$ cat config.mk
export PLATFORM = sky130hd
export DESIGN_NAME = pit_decide
export DESIGN_NICKNAME = d
export VERILOG_FILES = /design/src/design/pit_pkg.sv /design/src/design/pit_decide.sv
export SDC_FILE = /design/constraint.sdc
export NUM_CORES = 1
export LEC_CHECK = 0
export ABC_CLOCK_PERIOD_IN_PS = 5900
export BUFFER_PORTS_ARGS = -buffer_cell sky130_fd_sc_hd__buf_2
export CAP_MARGIN = 20
export CORE_MARGIN = 2
export CORE_UTILIZATION = 60
export DETAILED_ROUTE_END_ITERATION = 10
export GPL_ROUTABILITY_DRIVEN = 1
export HOLD_SLACK_MARGIN = 0.02
export PLACE_DENSITY = 0.84
export SYNTH_ARGS = -nofsm -noshare
export SYNTH_HDL_FRONTEND = slang
export SYNTH_SLANG_ARGS = --single-unit
$ cat constraint.sdc
create_clock -name clock -period 5.9 [get_ports clock]
set_clock_uncertainty 0.15 [all_clocks]
set_input_delay 0.295 -clock clock [delete_from_list [all_inputs] [get_ports clock]]
set_output_delay 0.295 -clock clock [all_outputs]
set_load 0.01 [all_outputs]
$ cat src/design/pit_pkg.sv
// ----------------------------------------------------------------------------
// pit_pkg
// Shared widths and types for the point-in-triangle test pipeline.
// ----------------------------------------------------------------------------
`default_nettype none

package pit_pkg;

   localparam int COORD_W    = 16;
   localparam int NUM_COORDS = 12;
   localparam int REQ_DATA_W = ((NUM_COORDS * COORD_W + 7) / 8) * 8;
   localparam int RSP_DATA_W = 8;

   localparam int DIFF_W = COORD_W + 1;
   localparam int MUL1_W = 2 * DIFF_W;
   localparam int DOT_W  = MUL1_W + 2;

   // 2nd-level products are split into halves
   localparam int LO_W   = DOT_W / 2;
   localparam int HI_W   = DOT_W - LO_W;
   localparam int LL_W   = 2 * (LO_W + 1);
   localparam int LH_W   = LO_W + 1 + HI_W;
   localparam int HH_W   = 2 * HI_W;
   localparam int PROD_W = 2 * DOT_W;
   localparam int NUM_W  = PROD_W + 1;
   localparam int REST_W = PROD_W + 3;

   localparam int NUM_STAGES = 7;

   // coordinate order: v0 xyz, v1 xyz, v2 xyz, point xyz
   localparam int V0 = 0;
   localparam int V1 = 3;
   localparam int V2 = 6;
   localparam int PT = 9;

   typedef logic [NUM_COORDS-1:0][COORD_W-1:0] coord_set_type;

   typedef struct packed {
      logic signed [DOT_W-1:0] d00;
      logic signed [DOT_W-1:0] d01;
      logic signed [DOT_W-1:0] d02;
      logic signed [DOT_W-1:0] d11;
      logic signed [DOT_W-1:0] d12;
   } dot_set_type;

   typedef struct packed {
      logic signed [PROD_W-1:0] den_a;
      logic signed [PROD_W-1:0] den_b;
      logic signed [PROD_W-1:0] nu_a;
      logic signed [PROD_W-1:0] nu_b;
      logic signed [PROD_W-1:0] nv_a;
      logic signed [PROD_W-1:0] nv_b;
   } prod_set_type;

   typedef struct packed {
      logic inside_res;
      logic degenerate;
   } result_type;

endpackage

`default_nettype wire

$ cat src/design/pit_decide.sv
// ----------------------------------------------------------------------------
// pit_decide
// Barycentric numerators and denominator, then the sign test into the
// result register.
// ----------------------------------------------------------------------------
`default_nettype none

module pit_decide (
   input  wire logic                  clock,
   input  wire logic [1:0]            en,
   input  wire pit_pkg::prod_set_type prods,
   output pit_pkg::result_type        result
);

   logic signed [pit_pkg::NUM_W-1:0]  den_ff;
   logic signed [pit_pkg::NUM_W-1:0]  nu_ff;
   logic signed [pit_pkg::NUM_W-1:0]  nv_ff;
   logic signed [pit_pkg::REST_W-1:0] rest;

   logic den_zero;
   logic den_neg;
   logic nu_pos;
   logic nu_neg;
   logic nv_pos;
   logic nv_neg;
   logic rest_pos;
   logic rest_neg;

   pit_pkg::result_type result_ff;
   pit_pkg::result_type result_in;

   always_ff @(posedge clock) begin
      if (en[0]) begin
         den_ff <= pit_pkg::NUM_W'(prods.den_a) - pit_pkg::NUM_W'(prods.den_b);
         nu_ff  <= pit_pkg::NUM_W'(prods.nu_a)  - pit_pkg::NUM_W'(prods.nu_b);
         nv_ff  <= pit_pkg::NUM_W'(prods.nv_a)  - pit_pkg::NUM_W'(prods.nv_b);
      end
   end

   // u + v < 1  <=>  nu + nv - den has the opposite sign to den
   assign rest = pit_pkg::REST_W'(nu_ff) + pit_pkg::REST_W'(nv_ff)
               - pit_pkg::REST_W'(den_ff);

   assign den_zero = (den_ff == '0);
   assign den_neg  = den_ff[pit_pkg::NUM_W-1];
   assign nu_neg   = nu_ff[pit_pkg::NUM_W-1];
   assign nu_pos   = !nu_neg && (nu_ff != '0);
   assign nv_neg   = nv_ff[pit_pkg::NUM_W-1];
   assign nv_pos   = !nv_neg && (nv_ff != '0);
   assign rest_neg = rest[pit_pkg::REST_W-1];
   assign rest_pos = !rest_neg && (rest != '0);

   always_comb begin
      result_in.degenerate = den_zero;
      result_in.inside_res = !den_zero &&
         ((!den_neg && nu_pos && nv_pos && rest_neg) ||
          (den_neg && nu_neg && nv_neg && rest_pos));
   end

   always_ff @(posedge clock) begin
      if (en[1]) begin
         result_ff <= result_in;
      end
   end

   assign result = result_ff;

endmodule

`default_nettype wire

Yosys cells after proc, flatten, opt, wreduce, memory -nomap -nowiden. Index checks and enable logic that the tools add are counted.

Logic and storage cells: 30. Input port bits: 435. Output and inout port bits: 2. Register bits: 221.

Reduce and logical (&&, ||, !) cells: 20. Add/sub/neg operators: 5.

Operators by type and width (count): $sub 72x72->73 (3); $reduce_bool 73->1 (2); $reduce_bool 75->1 (1); $sub 74x73->75 (1); $add 73x73->74 (1); $logic_not 73->1 (1); $logic_and 1x1->1 (10); $logic_not 1->1 (5); $logic_or 1x1->1 (1).

Depth between registers and ports, before layout.
Depth in word-level cells: 7. Depth in mapped cells: 19.

Worst setup path after synthesis. Ideal clock, no wire load.

Path type: reg2reg. Start: register den_ff[8] (netlist name). End: register result_ff, in the netlist result[1], data pin. Stages on the path, launching flop included: 17. Setup slack: 1.254 ns. Setup time: 0.264 ns. Buffers on the path: 1. Period minus slack after synthesis: 4.646 ns. Arrival time: 4.232 ns. Cells stage by stage: edfxtp_1 > fa_1 > inv_1 > ha_1 > clkbuf_1 > nand2_1 > o211a_1 > o21ai_0 > a31oi_2 > o41a_1 > o21ai_0 > xor2_1 > or4_1 > nor4_1 > nand4_1 > nor4b_2 > a31oi_1.

RTL lines: from (decl) (RTL line pit_decide.sv:15) `logic signed [pit_pkg::NUM_W-1:0] den_ff;`; from (signal assigned) (RTL line pit_decide.sv:34) `den_ff <= pit_pkg::NUM_W'(prods.den_a) - pit_pkg::NUM_W'(prods.den_b);`; to (signal assigned) (RTL line pit_decide.sv:62) `result_ff <= result_in;`; to (decl) (RTL line pit_decide.sv:29) `pit_pkg::result_type result_ff;`.

==> run_results.csv <==
group,metric,value,unit
clock_tree,ctsResizeCount,0,
pwr,leakagePower,15.39,nW
global_route,grt_max_degree,124,
route,dr.pass1.iters,5,
worst_setup_path,rrSetupSlack,0.39,ns
floorplanning,dieArea,47850,um2
clock_tree,hold_buffers,2,
logic_synthesis,synth_top_area_share,0.2398,
clock_tree,h-tree-depth,1,
floorplanning,ioPinCount,437,
layout,drive_above_1_share,0.1371,
route,route.detailed.drc,0,
timing,worst_pin_slew,1.101,ns
logic_synthesis,synth-edff-count,221,
clock_tree,cts-root-buf,"clkbuf_16",
place,dp_hpwl,79.76,mm
timing,fmax,181.6,MHz
worst_setup_path,setup.worst_path.start,"den_ff[19]",
clock_tree,clockBufferDepth,3,
route,antenna_left,0,
logic_synthesis,synth_seq_cells,221,
worst_setup_path,worst_setup_path_start_kind,"register",
logic_synthesis,synth_cell_types,82,
flow_run,drv_cap,0,
layout,diodes,0,
route,drtIter0Drc,3422,
hold_path,hp-start,"prods[288]",
pwr,irDropWorstVdd,0.2795,mV
timing,maxSlewHeadroom,0.2593,
logic_synthesis,syn-num-nets,4222,
logic_synthesis,async_reset_ff_frac,0,
clock_tree,cts_tree,"yes",
place,numPortBuffers,436,
place,dp.cells,4397,
timing,rsz0062_at_grt,"no",
route,wire_per_inst,21.40,um
logic_synthesis,synth_area_leaders,"edfxtp_1, ha_1, inv_1",
hold_path,hp-class,"in2reg",
clock_tree,clk_pin_slew_worst_paths,0.07,ns
global_route,grt_overflow,0,
logic_synthesis,synth_ff_type,"edfxtp_1",
global_route,grt_util_all_layers,0.3872,
timing,fin_setup_tns,0,ns
logic_synthesis,synth_warnings,0,
global_route,grt_pass1_vias,25943,
floorplanning,initial_utilization,0.6084,
worst_setup_path,critPathArrivalTime,5.63,ns
route,viasPerCell,6.264,
worst_setup_path,r2r_cells,15,
logic_synthesis,yosysSeqAreaShare,0.2398,
timing,final-hold-violation-count,0,
place,gp_congestion,1.056,
logic_synthesis,synthCells,3419,
clock_tree,cts.sinks,221,
floorplanning,die_height,218.7,um
floorplanning,core_area,45480,um2
global_route,antenna_found_initial,6,
clock_tree,clk_latency,0.53,ns
layout,nNetsFinal,4630,
worst_setup_path,critPathMaxFanout,8,
logic_synthesis,yosys.area.top_type,"edfxtp_1",
clock_tree,cts_buffers,25,
worst_setup_path,r2r_start,"den_ff[19]",
floorplanning,die_w,218.7,um
route,wl,95.12,mm
floorplanning,rows,78,
timing,fin_crit_sh,0.9334,
worst_setup_path,worstSetupEndpointType,"register",
timing,finalSetupViolCount,0,
route,vias,27839,
layout,syn2layout_area_growth,13.19,%
clock_tree,post_cts_buffers,0,
logic_synthesis,synth.avg_cell_area,8.093,um2
outcome,status,"complete, no violations",
logic_synthesis,syn_area,27670,um2
hold_path,min_path_cells,3,
worst_setup_path,required,6.02,ns
timing,slew_violations,0,
layout,final_cell_count_no_fill,4444,
timing,finalCriticalPeriod,5.507,ns
worst_setup_path,path_class,"reg2reg",
pwr,power_density,365.8,nW/um2
global_route,grt_pass1_wl,143.7,mm
## kinds of logic (layout without fill, tap and decap cells)
| group | Yosys count | count (layout) | synth area share |
|---|---|---|---|
| xor+xnor | 239 | 239 | 0.07565 |
| buf+inv | 665 | 1090 | 0.09040 |
| compound gates | 1001 | 1001 | 0.2331 |
| fa+ha+maj | 368 | 368 | 0.1870 |
| simple gates | 915 | 915 | 0.1703 |
| flops | 221 | 221 | 0.2398 |
| mux | 10 | 10 | 0.003708 |
## registers in the layout, indices dropped and copies added, names as in the netlist
signal  flops
nv_ff      73
result      2
den_ff     73
nu_ff      73
## cells in the final DEF (no fill, tap or decap), types with 11 or more instances in the layout
cell and instances:
nand2_1 207, nand4_1 69, a211oi_1 26, and4_1 17
or3_1 16, and2_1 18, ha_1 292, o211ai_1 29
a21oi_1 322, o21a_1 39, and3_1 32, clkbuf_16 25
a31oi_1 39, buf_4 17, edfxtp_1 221, a21boi_0 12
or4_1 12, xor2_1 76, nand3_1 80, nand2b_1 48
a221oi_1 12, buf_2 435, o31ai_1 24, fa_1 76
nor2b_1 49, o2111ai_1 11, inv_1 589, nor3_1 62
o21ai_0 168, o21bai_1 34, xnor2_1 163, nor4_1 77
nor2_1 183, a21o_1 166
## through the flow
step	hold slack, ns	util	power [mW]	cell area, um2	worst slack (ns)
final	0.06531	0.6886	11.46	31320	0.3931
after global routing	0.06830	0.6886	12.13	31320	0.06243
after CTS	0.06117	0.6885	11.16	31310	0.5268
after detailed placement	0.3681	0.6699	9.539	30470	0.5695
after global placement	0.3736	0.6699	9.512	30470	0.5109
after floorplan	0.2575	-	7.390	27670	1.254
## area by class of cell
cell class,count,area (um2)
multi-input combinational,2533,18530
sequential,221,6636
clock inverter,18,195.2
inverter,589,2211
clock buffer,26,629.4
timing repair buffer,457,2364
tap,600,750.7
fill,3883,14160
## synth_stat cells, drive strengths merged (49+ instances only)
master / count
nor2b: 49
nand3: 80
inv: 589
nand2: 207
nor3: 62
xor2: 76
ha: 292
o21ai: 174
a21o: 166
edfxtp: 221
nor2: 183
fa: 76
clkbuf: 74
xnor2: 163
nor4: 77
nand4: 69
a21oi: 322
## final timing paths
check / to
max: result[1]
min: den_ff[0]
max reg2reg: result[1]
min reg2reg: result[1]
## layer usage
layer  track usage  vias up  routed length (um)
li1              -    12984                   -
met1        0.5361    12990               38370
met2        0.6073     1653               42110
met3       0.08309      206               11400
met4        0.1158        6                3181
met5             0        -                  59
## power breakdown
| part | internal, mW | leakage, nW | switching [mW] | total, mW |
|---|---|---|---|---|
| logic | 2.79 | 12.8 | 4.71 | 7.50 |
| registers | 2.10 | 2.16 | 0.258 | 2.36 |
| clock network | 0.947 | 0.410 | 0.655 | 1.60 |
## worst max-delay path: stages (launching register included)
cell and delay, ns:
edfxtp_1 0.44, fa_1 0.56, inv_1 0.05, ha_1 0.49, inv_1 0.17, o31ai_1 0.54, a21o_1 0.35, a21oi_1 0.14
o41a_1 0.16, o21ai_0 0.64, xor2_1 0.12, or4_1 0.51, nor4_1 0.28, nand4_1 0.24, nor4b_2 0.30, a31oi_1 0.10
Note: power is estimated with default switching activity, not from simulation.
