`config.mk`:
```
export PLATFORM = sky130hd
export DESIGN_NAME = pit_wide_mul
export DESIGN_NICKNAME = d
export VERILOG_FILES = /design/src/design/pit_pkg.sv /design/src/design/pit_wide_mul.sv
export SDC_FILE = /design/constraint.sdc
export NUM_CORES = 2
export LEC_CHECK = 0
export BUFFER_PORTS_ARGS = -buffer_cell sky130_fd_sc_hd__buf_4
export CAP_MARGIN = 10
export CORE_ASPECT_RATIO = 0.75
export CORE_MARGIN = 2
export CORE_UTILIZATION = 60
export CTS_BUF_LIST = sky130_fd_sc_hd__clkbuf_2 sky130_fd_sc_hd__clkbuf_4 sky130_fd_sc_hd__clkbuf_8
export CTS_CLUSTER_SIZE = 25
export DETAILED_ROUTE_END_ITERATION = 16
export HOLD_SLACK_MARGIN = 0.05
export PLACE_DENSITY = 0.77
export SKIP_CTS_REPAIR_TIMING = 1
export SYNTH_ARGS = -nofsm -noshare
export SYNTH_HDL_FRONTEND = slang
export SYNTH_SLANG_ARGS = --single-unit
```
`constraint.sdc`:
```
create_clock -name clock -period 18.4 [get_ports clock]
set_clock_uncertainty 0.2 [all_clocks]
set_input_delay 3.68 -clock clock [delete_from_list [all_inputs] [get_ports clock]]
set_output_delay 3.68 -clock clock [all_outputs]
set_load 0.05 [all_outputs]
```
`src/design/pit_pkg.sv`:
```
// ----------------------------------------------------------------------------
// pit_pkg
// Shared widths and types for the point-in-triangle test pipeline.
// ----------------------------------------------------------------------------
`default_nettype none

package pit_pkg;

   localparam int COORD_W    = 16;
   localparam int NUM_COORDS = 12;
   localparam int REQ_DATA_W = ((NUM_COORDS * COORD_W + 7) / 8) * 8;
   localparam int RSP_DATA_W = 8;

   localparam int DIFF_W = COORD_W + 1;
   localparam int MUL1_W = 2 * DIFF_W;
   localparam int DOT_W  = MUL1_W + 2;

   // 2nd-level products are split into halves
   localparam int LO_W   = DOT_W / 2;
   localparam int HI_W   = DOT_W - LO_W;
   localparam int LL_W   = 2 * (LO_W + 1);
   localparam int LH_W   = LO_W + 1 + HI_W;
   localparam int HH_W   = 2 * HI_W;
   localparam int PROD_W = 2 * DOT_W;
   localparam int NUM_W  = PROD_W + 1;
   localparam int REST_W = PROD_W + 3;

   localparam int NUM_STAGES = 7;

   // coordinate order: v0 xyz, v1 xyz, v2 xyz, point xyz
   localparam int V0 = 0;
   localparam int V1 = 3;
   localparam int V2 = 6;
   localparam int PT = 9;

   typedef logic [NUM_COORDS-1:0][COORD_W-1:0] coord_set_type;

   typedef struct packed {
      logic signed [DOT_W-1:0] d00;
      logic signed [DOT_W-1:0] d01;
      logic signed [DOT_W-1:0] d02;
      logic signed [DOT_W-1:0] d11;
      logic signed [DOT_W-1:0] d12;
   } dot_set_type;

   typedef struct packed {
      logic signed [PROD_W-1:0] den_a;
      logic signed [PROD_W-1:0] den_b;
      logic signed [PROD_W-1:0] nu_a;
      logic signed [PROD_W-1:0] nu_b;
      logic signed [PROD_W-1:0] nv_a;
      logic signed [PROD_W-1:0] nv_b;
   } prod_set_type;

   typedef struct packed {
      logic inside_res;
      logic degenerate;
   } result_type;

endpackage

`default_nettype wire

```
`src/design/pit_wide_mul.sv`:
```
// ----------------------------------------------------------------------------
// pit_wide_mul
// Two-stage signed multiply of dot-product values: half-width partial
// products, then the shifted sum.
// ----------------------------------------------------------------------------
`default_nettype none

module pit_wide_mul (
   input  wire logic                             clock,
   input  wire logic [1:0]                       en,
   input  wire logic signed [pit_pkg::DOT_W-1:0] a,
   input  wire logic signed [pit_pkg::DOT_W-1:0] b,
   output logic signed [pit_pkg::PROD_W-1:0]     p
);

   logic signed [pit_pkg::LO_W:0]   a_lo;
   logic signed [pit_pkg::LO_W:0]   b_lo;
   logic signed [pit_pkg::HI_W-1:0] a_hi;
   logic signed [pit_pkg::HI_W-1:0] b_hi;

   logic signed [pit_pkg::LL_W-1:0] ll_ff;
   logic signed [pit_pkg::LH_W-1:0] lh_ff;
   logic signed [pit_pkg::LH_W-1:0] hl_ff;
   logic signed [pit_pkg::HH_W-1:0] hh_ff;

   logic signed [pit_pkg::PROD_W-1:0] p_ff;
   logic signed [pit_pkg::PROD_W-1:0] p_in;

   assign a_lo = $signed({1'b0, a[pit_pkg::LO_W-1:0]});
   assign b_lo = $signed({1'b0, b[pit_pkg::LO_W-1:0]});
   assign a_hi = a[pit_pkg::DOT_W-1:pit_pkg::LO_W];
   assign b_hi = b[pit_pkg::DOT_W-1:pit_pkg::LO_W];

   always_ff @(posedge clock) begin
      if (en[0]) begin
         ll_ff <= a_lo * b_lo;
         lh_ff <= a_lo * b_hi;
         hl_ff <= a_hi * b_lo;
         hh_ff <= a_hi * b_hi;
      end
   end

   always_comb begin
      p_in = (pit_pkg::PROD_W'(hh_ff) <<< (2 * pit_pkg::LO_W))
           + ((pit_pkg::PROD_W'(lh_ff) + pit_pkg::PROD_W'(hl_ff)) <<< pit_pkg::LO_W)
           + pit_pkg::PROD_W'(ll_ff);
   end

   always_ff @(posedge clock) begin
      if (en[1]) begin
         p_ff <= p_in;
      end
   end

   assign p = p_ff;

endmodule

`default_nettype wire

```
* After elaboration in Yosys (flattened, before gate mapping) *
Index checks and enable logic that the tools add are counted.

cells by class
  $add $sub $neg = 3
  multiply operators = 4

operators with widths
  kind            count
  $add 72x37->72  1
  $add 72x56->72  1
  $mul 18x18->36  2
  $add 37x37->38  1
  $mul 18x19->37  1
  $mul 19x18->37  1

storage, ports and cells
  register bits after elaboration = 218
  input bits = 75
  output and inout bits = 72
  word-level logic and storage cells = 12

* Depth between registers and ports, before layout *
  depth after elaboration = 3
  depth in mapped cells = 27
  gate-level depth less buffers = 25

* Worst setup path before layout *
Ideal clock, no wire load.

  kind = input port to flip-flop
  start = input b[27] (netlist name)
  end = register lh_ff[36] (netlist name) (data pin)
  setup time = 260 ps
  data arrival time = 9721 ps
  data required time = 17940 ps
  slack = 8219 ps
  stages = 24
  path buffers = 2
  path through = clkbuf_1 -> clkbuf_1 -> nand2_1 -> fa_1 -> inv_1 -> fa_1 -> inv_1 -> fa_1 -> inv_1 -> fa_1 -> fa_1 -> inv_1 -> fa_1 -> inv_1 -> ha_1 -> nand3_1 -> or2_2 -> or4_1 -> a31oi_1 -> nor4_1 -> nor4b_1 -> a21o_1 -> a21oi_1 -> xnor2_1

between the ends
  word-level cells in the longest chain between the ends = 1

ends and longest elaborated chain
  item                  RTL line            source
  start, declared       pit_wide_mul.sv:12  input wire logic signed [pit_pkg::DOT_W-1:0] b,
  $mul 19x18->37        pit_wide_mul.sv:37  lh_ff <= a_lo * b_hi;
  end signal, assigned  pit_wide_mul.sv:37
  end, declared         pit_wide_mul.sv:22  logic signed [pit_pkg::LH_W-1:0] lh_ff;

Every way passes these cells.
A chain may end at the register's enable or synchronous reset.

* Final worst setup path *
  start = input b[21] (netlist name)
  end = register hh_ff[34] (netlist name) (data pin)

between the ends
  word-level cells in the longest chain between the ends = 1

ends and longest elaborated chain
  item                  RTL line            source
  $mul 18x18->36        pit_wide_mul.sv:39  hh_ff <= a_hi * b_hi;
  end signal, assigned  pit_wide_mul.sv:39
  end, declared         pit_wide_mul.sv:24  logic signed [pit_pkg::HH_W-1:0] hh_ff;

Every way passes these cells.

==> reports/results.ini <==
[die]
fp.dieW_um = 355.3
row_count = 96
fp.coreArea_um2 = 91530
die_area_um2 = 95010
io_pins = 147
die_y_um = 267.4
start_util = 0.6066

[timing]
drv_slew = 0
setup_viol = 0
max_slew_margin = 0.1770
final.period_utilization = 0.5882
fmax_mhz = 92.39
tightestPinTransition_ps = 1219
setup_tns_ps = 0
period_minus_slack_ps = 10820
finalHoldViolations = 0
rsz0062_at_grt = no

[final_layout]
multi_input_area_um2 = 42950
final_layout_size_suffix_gt1_frac = 0.04218
register_area_um2 = 6546
fillers = 7425
final_nets = 7581
syn_to_final_growth_pct = 4.453

[global_routing]
grt_pass1_vias = 43040
grtUsageMet3 = 0.1039
antenna_found_initial = 9
track_usage = 0.3106
grt_util_met2 = 0.4669
grt_max_degree = 81
use_met1 = 0.4365
overflow = 0
grt_pass1_wl_um = 230400
top_usage_layer = met2

[routing]
vias = 40200
viasPerCell = 5.654
drt-initial-drc-count = 3390
drc_errors = 0
dr.pass1.iters = 5
post_drt_wl_per_cell_um = 19.83
routed_wl_um = 141000
ant_nets = 0

[status]
status = completed

[cts]
cts_tree = built
clkSlewWorstSetupHoldPaths_ps = 60
clockBufferDepth = 3
cts_root_buf = clkbuf_8
cts_buffers = 43
cts_num_sinks = 218
h-tree-depth = 2
insertion_delay_ps = 640

[worst_setup_path]
cp-startpoint = b[21]
reg2reg_from = lh_ff[1]
worst-r2r-cell-count = 21
slowest_stage = a211oi_1
path_cells = buf_4 > nand2_1 > fa_1 > inv_1 > fa_1 > inv_1 > fa_1 > inv_1 > fa_1 > fa_1 > inv_1 > fa_1 > inv_1 > ha_1 > nand2_1 > nor2_1 > nand3_1 > a211oi_1 > a21oi_1 > a211o_1 > o21ai_0 > a31oi_1 > o31ai_1 > xor2_1
r2r-end = p[71]
rrSetupSlack_ps = 11190
cp_data_required_time_ps = 18580
cp-end-kind = flop
path_common_cell = fa_1
worst_setup_path_start_kind = input port
crit_path_end = hh_ff[34]
arrival_ps = 11010
crit_fanout = 36
worstSetupPathType = in2reg
cpPeakStageDelay_ps = 580

[synthesis]
ys.flop_type = edfxtp_1
syn_area_um2 = 55520
async_reset_ff_frac = 0
synth.most_common_cell = inv_1
avgSynthCellArea_um2 = 9.358
syn_nets = 7666
yosysWarnings = 0
netlist_instances = 5933
synth-seq-cells = 218
yosysTopAreaCellShare = 0.3963
yosys.area.top_type = fa_1
yosysSeqAreaShare = 0.1179
synth_commonest_cells = inv_1, fa_1, nand2_1
synthTopCellsByArea = fa_1, ha_1, edfxtp_1
synth.distinct_cells = 73
synth-edff-count = 218

[worst_hold_path]
hold_class = reg2reg

[placement]
dpl.hpwl_um = 107800
portBuffers = 146
gp_congestion = 0.9283

[flow_run]
drv_cap = 0

==> final cells by class <==
| class | count | area share |
|---|---|---|
| Tap cell | 1225 | 0.02643 |
| Clock inverter | 23 | 0.003107 |
| Inverter | 1319 | 0.08537 |
| Antenna cell | 5 | 0.0002157 |
| Multi-Input combinational cell | 4113 | 0.7406 |
| Clock buffer | 53 | 0.01150 |
| Sequential cell | 218 | 0.1129 |
| Timing Repair Buffer | 153 | 0.01987 |
==> cell families (layout without fill, tap and decap cells) <==
logic type / count (synthesis) / in the layout / share of synthesized area
AND/OR/NAND/NOR: 1676 / 1676 / 0.1511
adder cells (fa/ha/maj): 1658 / 1658 / 0.5222
buffers and inverters: 1602 / 1548 / 0.1085
AO/OA/AOI/OAI: 573 / 573 / 0.06776
flip-flops: 218 / 218 / 0.1179
XOR/XNOR: 204 / 204 / 0.03218
multiplexers: 2 / 2 / 0.0003606
other: 0 / 5 / 0
==> registers in the layout, indices dropped and copies added, names as in the netlist <==
| register | count |
|---|---|
| lh_ff | 37 |
| hh_ff | 36 |
| hl_ff | 37 |
| p | 72 |
| ll_ff | 36 |
==> worst max-delay path, delay by kind of cell <==
kind	cells	cell delay (ps)
XOR/XNOR	1	90
adder cells (fa/ha/maj)	7	3420
buffers and inverters	6	800
AO/OA/AOI/OAI	6	2100
AND/OR/NAND/NOR	4	880
==> metrics by stage <==
stage            util  cell area (um^2)  hold slack, ps  cells  setup WS, ps
3_5_place_dp   0.6242             57130           205.2   7028          7176
4_1_cts        0.6335             57980           185.9   7104          7840
2_1_floorplan       -             55520           200.3   5933          8219
6_report       0.6336             57990           205.2   7109          7577
3_3_place_gp   0.6242             57130           202.5   7028          7330
5_1_grt        0.6335             57990           213.5   7106          7366
==> placed cells by master (no fill, tap or decap), drive strengths merged, types with 17 or more instances in the layout <==
| cell | n |
|---|---|
| fa | 1099 |
| ha | 559 |
| and3 | 18 |
| clkinv | 17 |
| nor2b | 24 |
| nand3 | 42 |
| o21bai | 25 |
| nand4 | 18 |
| xor2 | 53 |
| a21oi | 179 |
| nor3 | 25 |
| xnor2 | 151 |
| clkbuf | 53 |
| a21o | 111 |
| edfxtp | 218 |
| o21ai | 93 |
| inv | 1320 |
| buf | 153 |
| and2 | 652 |
| nor2 | 146 |
| nand2 | 675 |
| o21a | 28 |
| nand2b | 41 |
==> worst min path at each step <==
stage,startpoint,end,slack [ps],cells after the start
5_1_grt,ll_ff[0],p[0],210,0
3_5_place_dp,ll_ff[14],p[14],210,0
3_3_place_gp,ll_ff[14],p[14],200,0
2_1_floorplan,ll_ff[0],p[0],200,0
6_report,ll_ff[0],p[0],210,0
4_1_cts,ll_ff[0],p[0],190,0
==> routing by layer <==
metal,share of wire,vias to the layer above
met5,0.000078,-
met4,0.025,2
met3,0.13,243
met2,0.43,1926
met1,0.42,20190
li1,-,17830
Power is not shown: default switching activity piles up to over one toggle a cycle in this logic, so the estimate is an artifact.
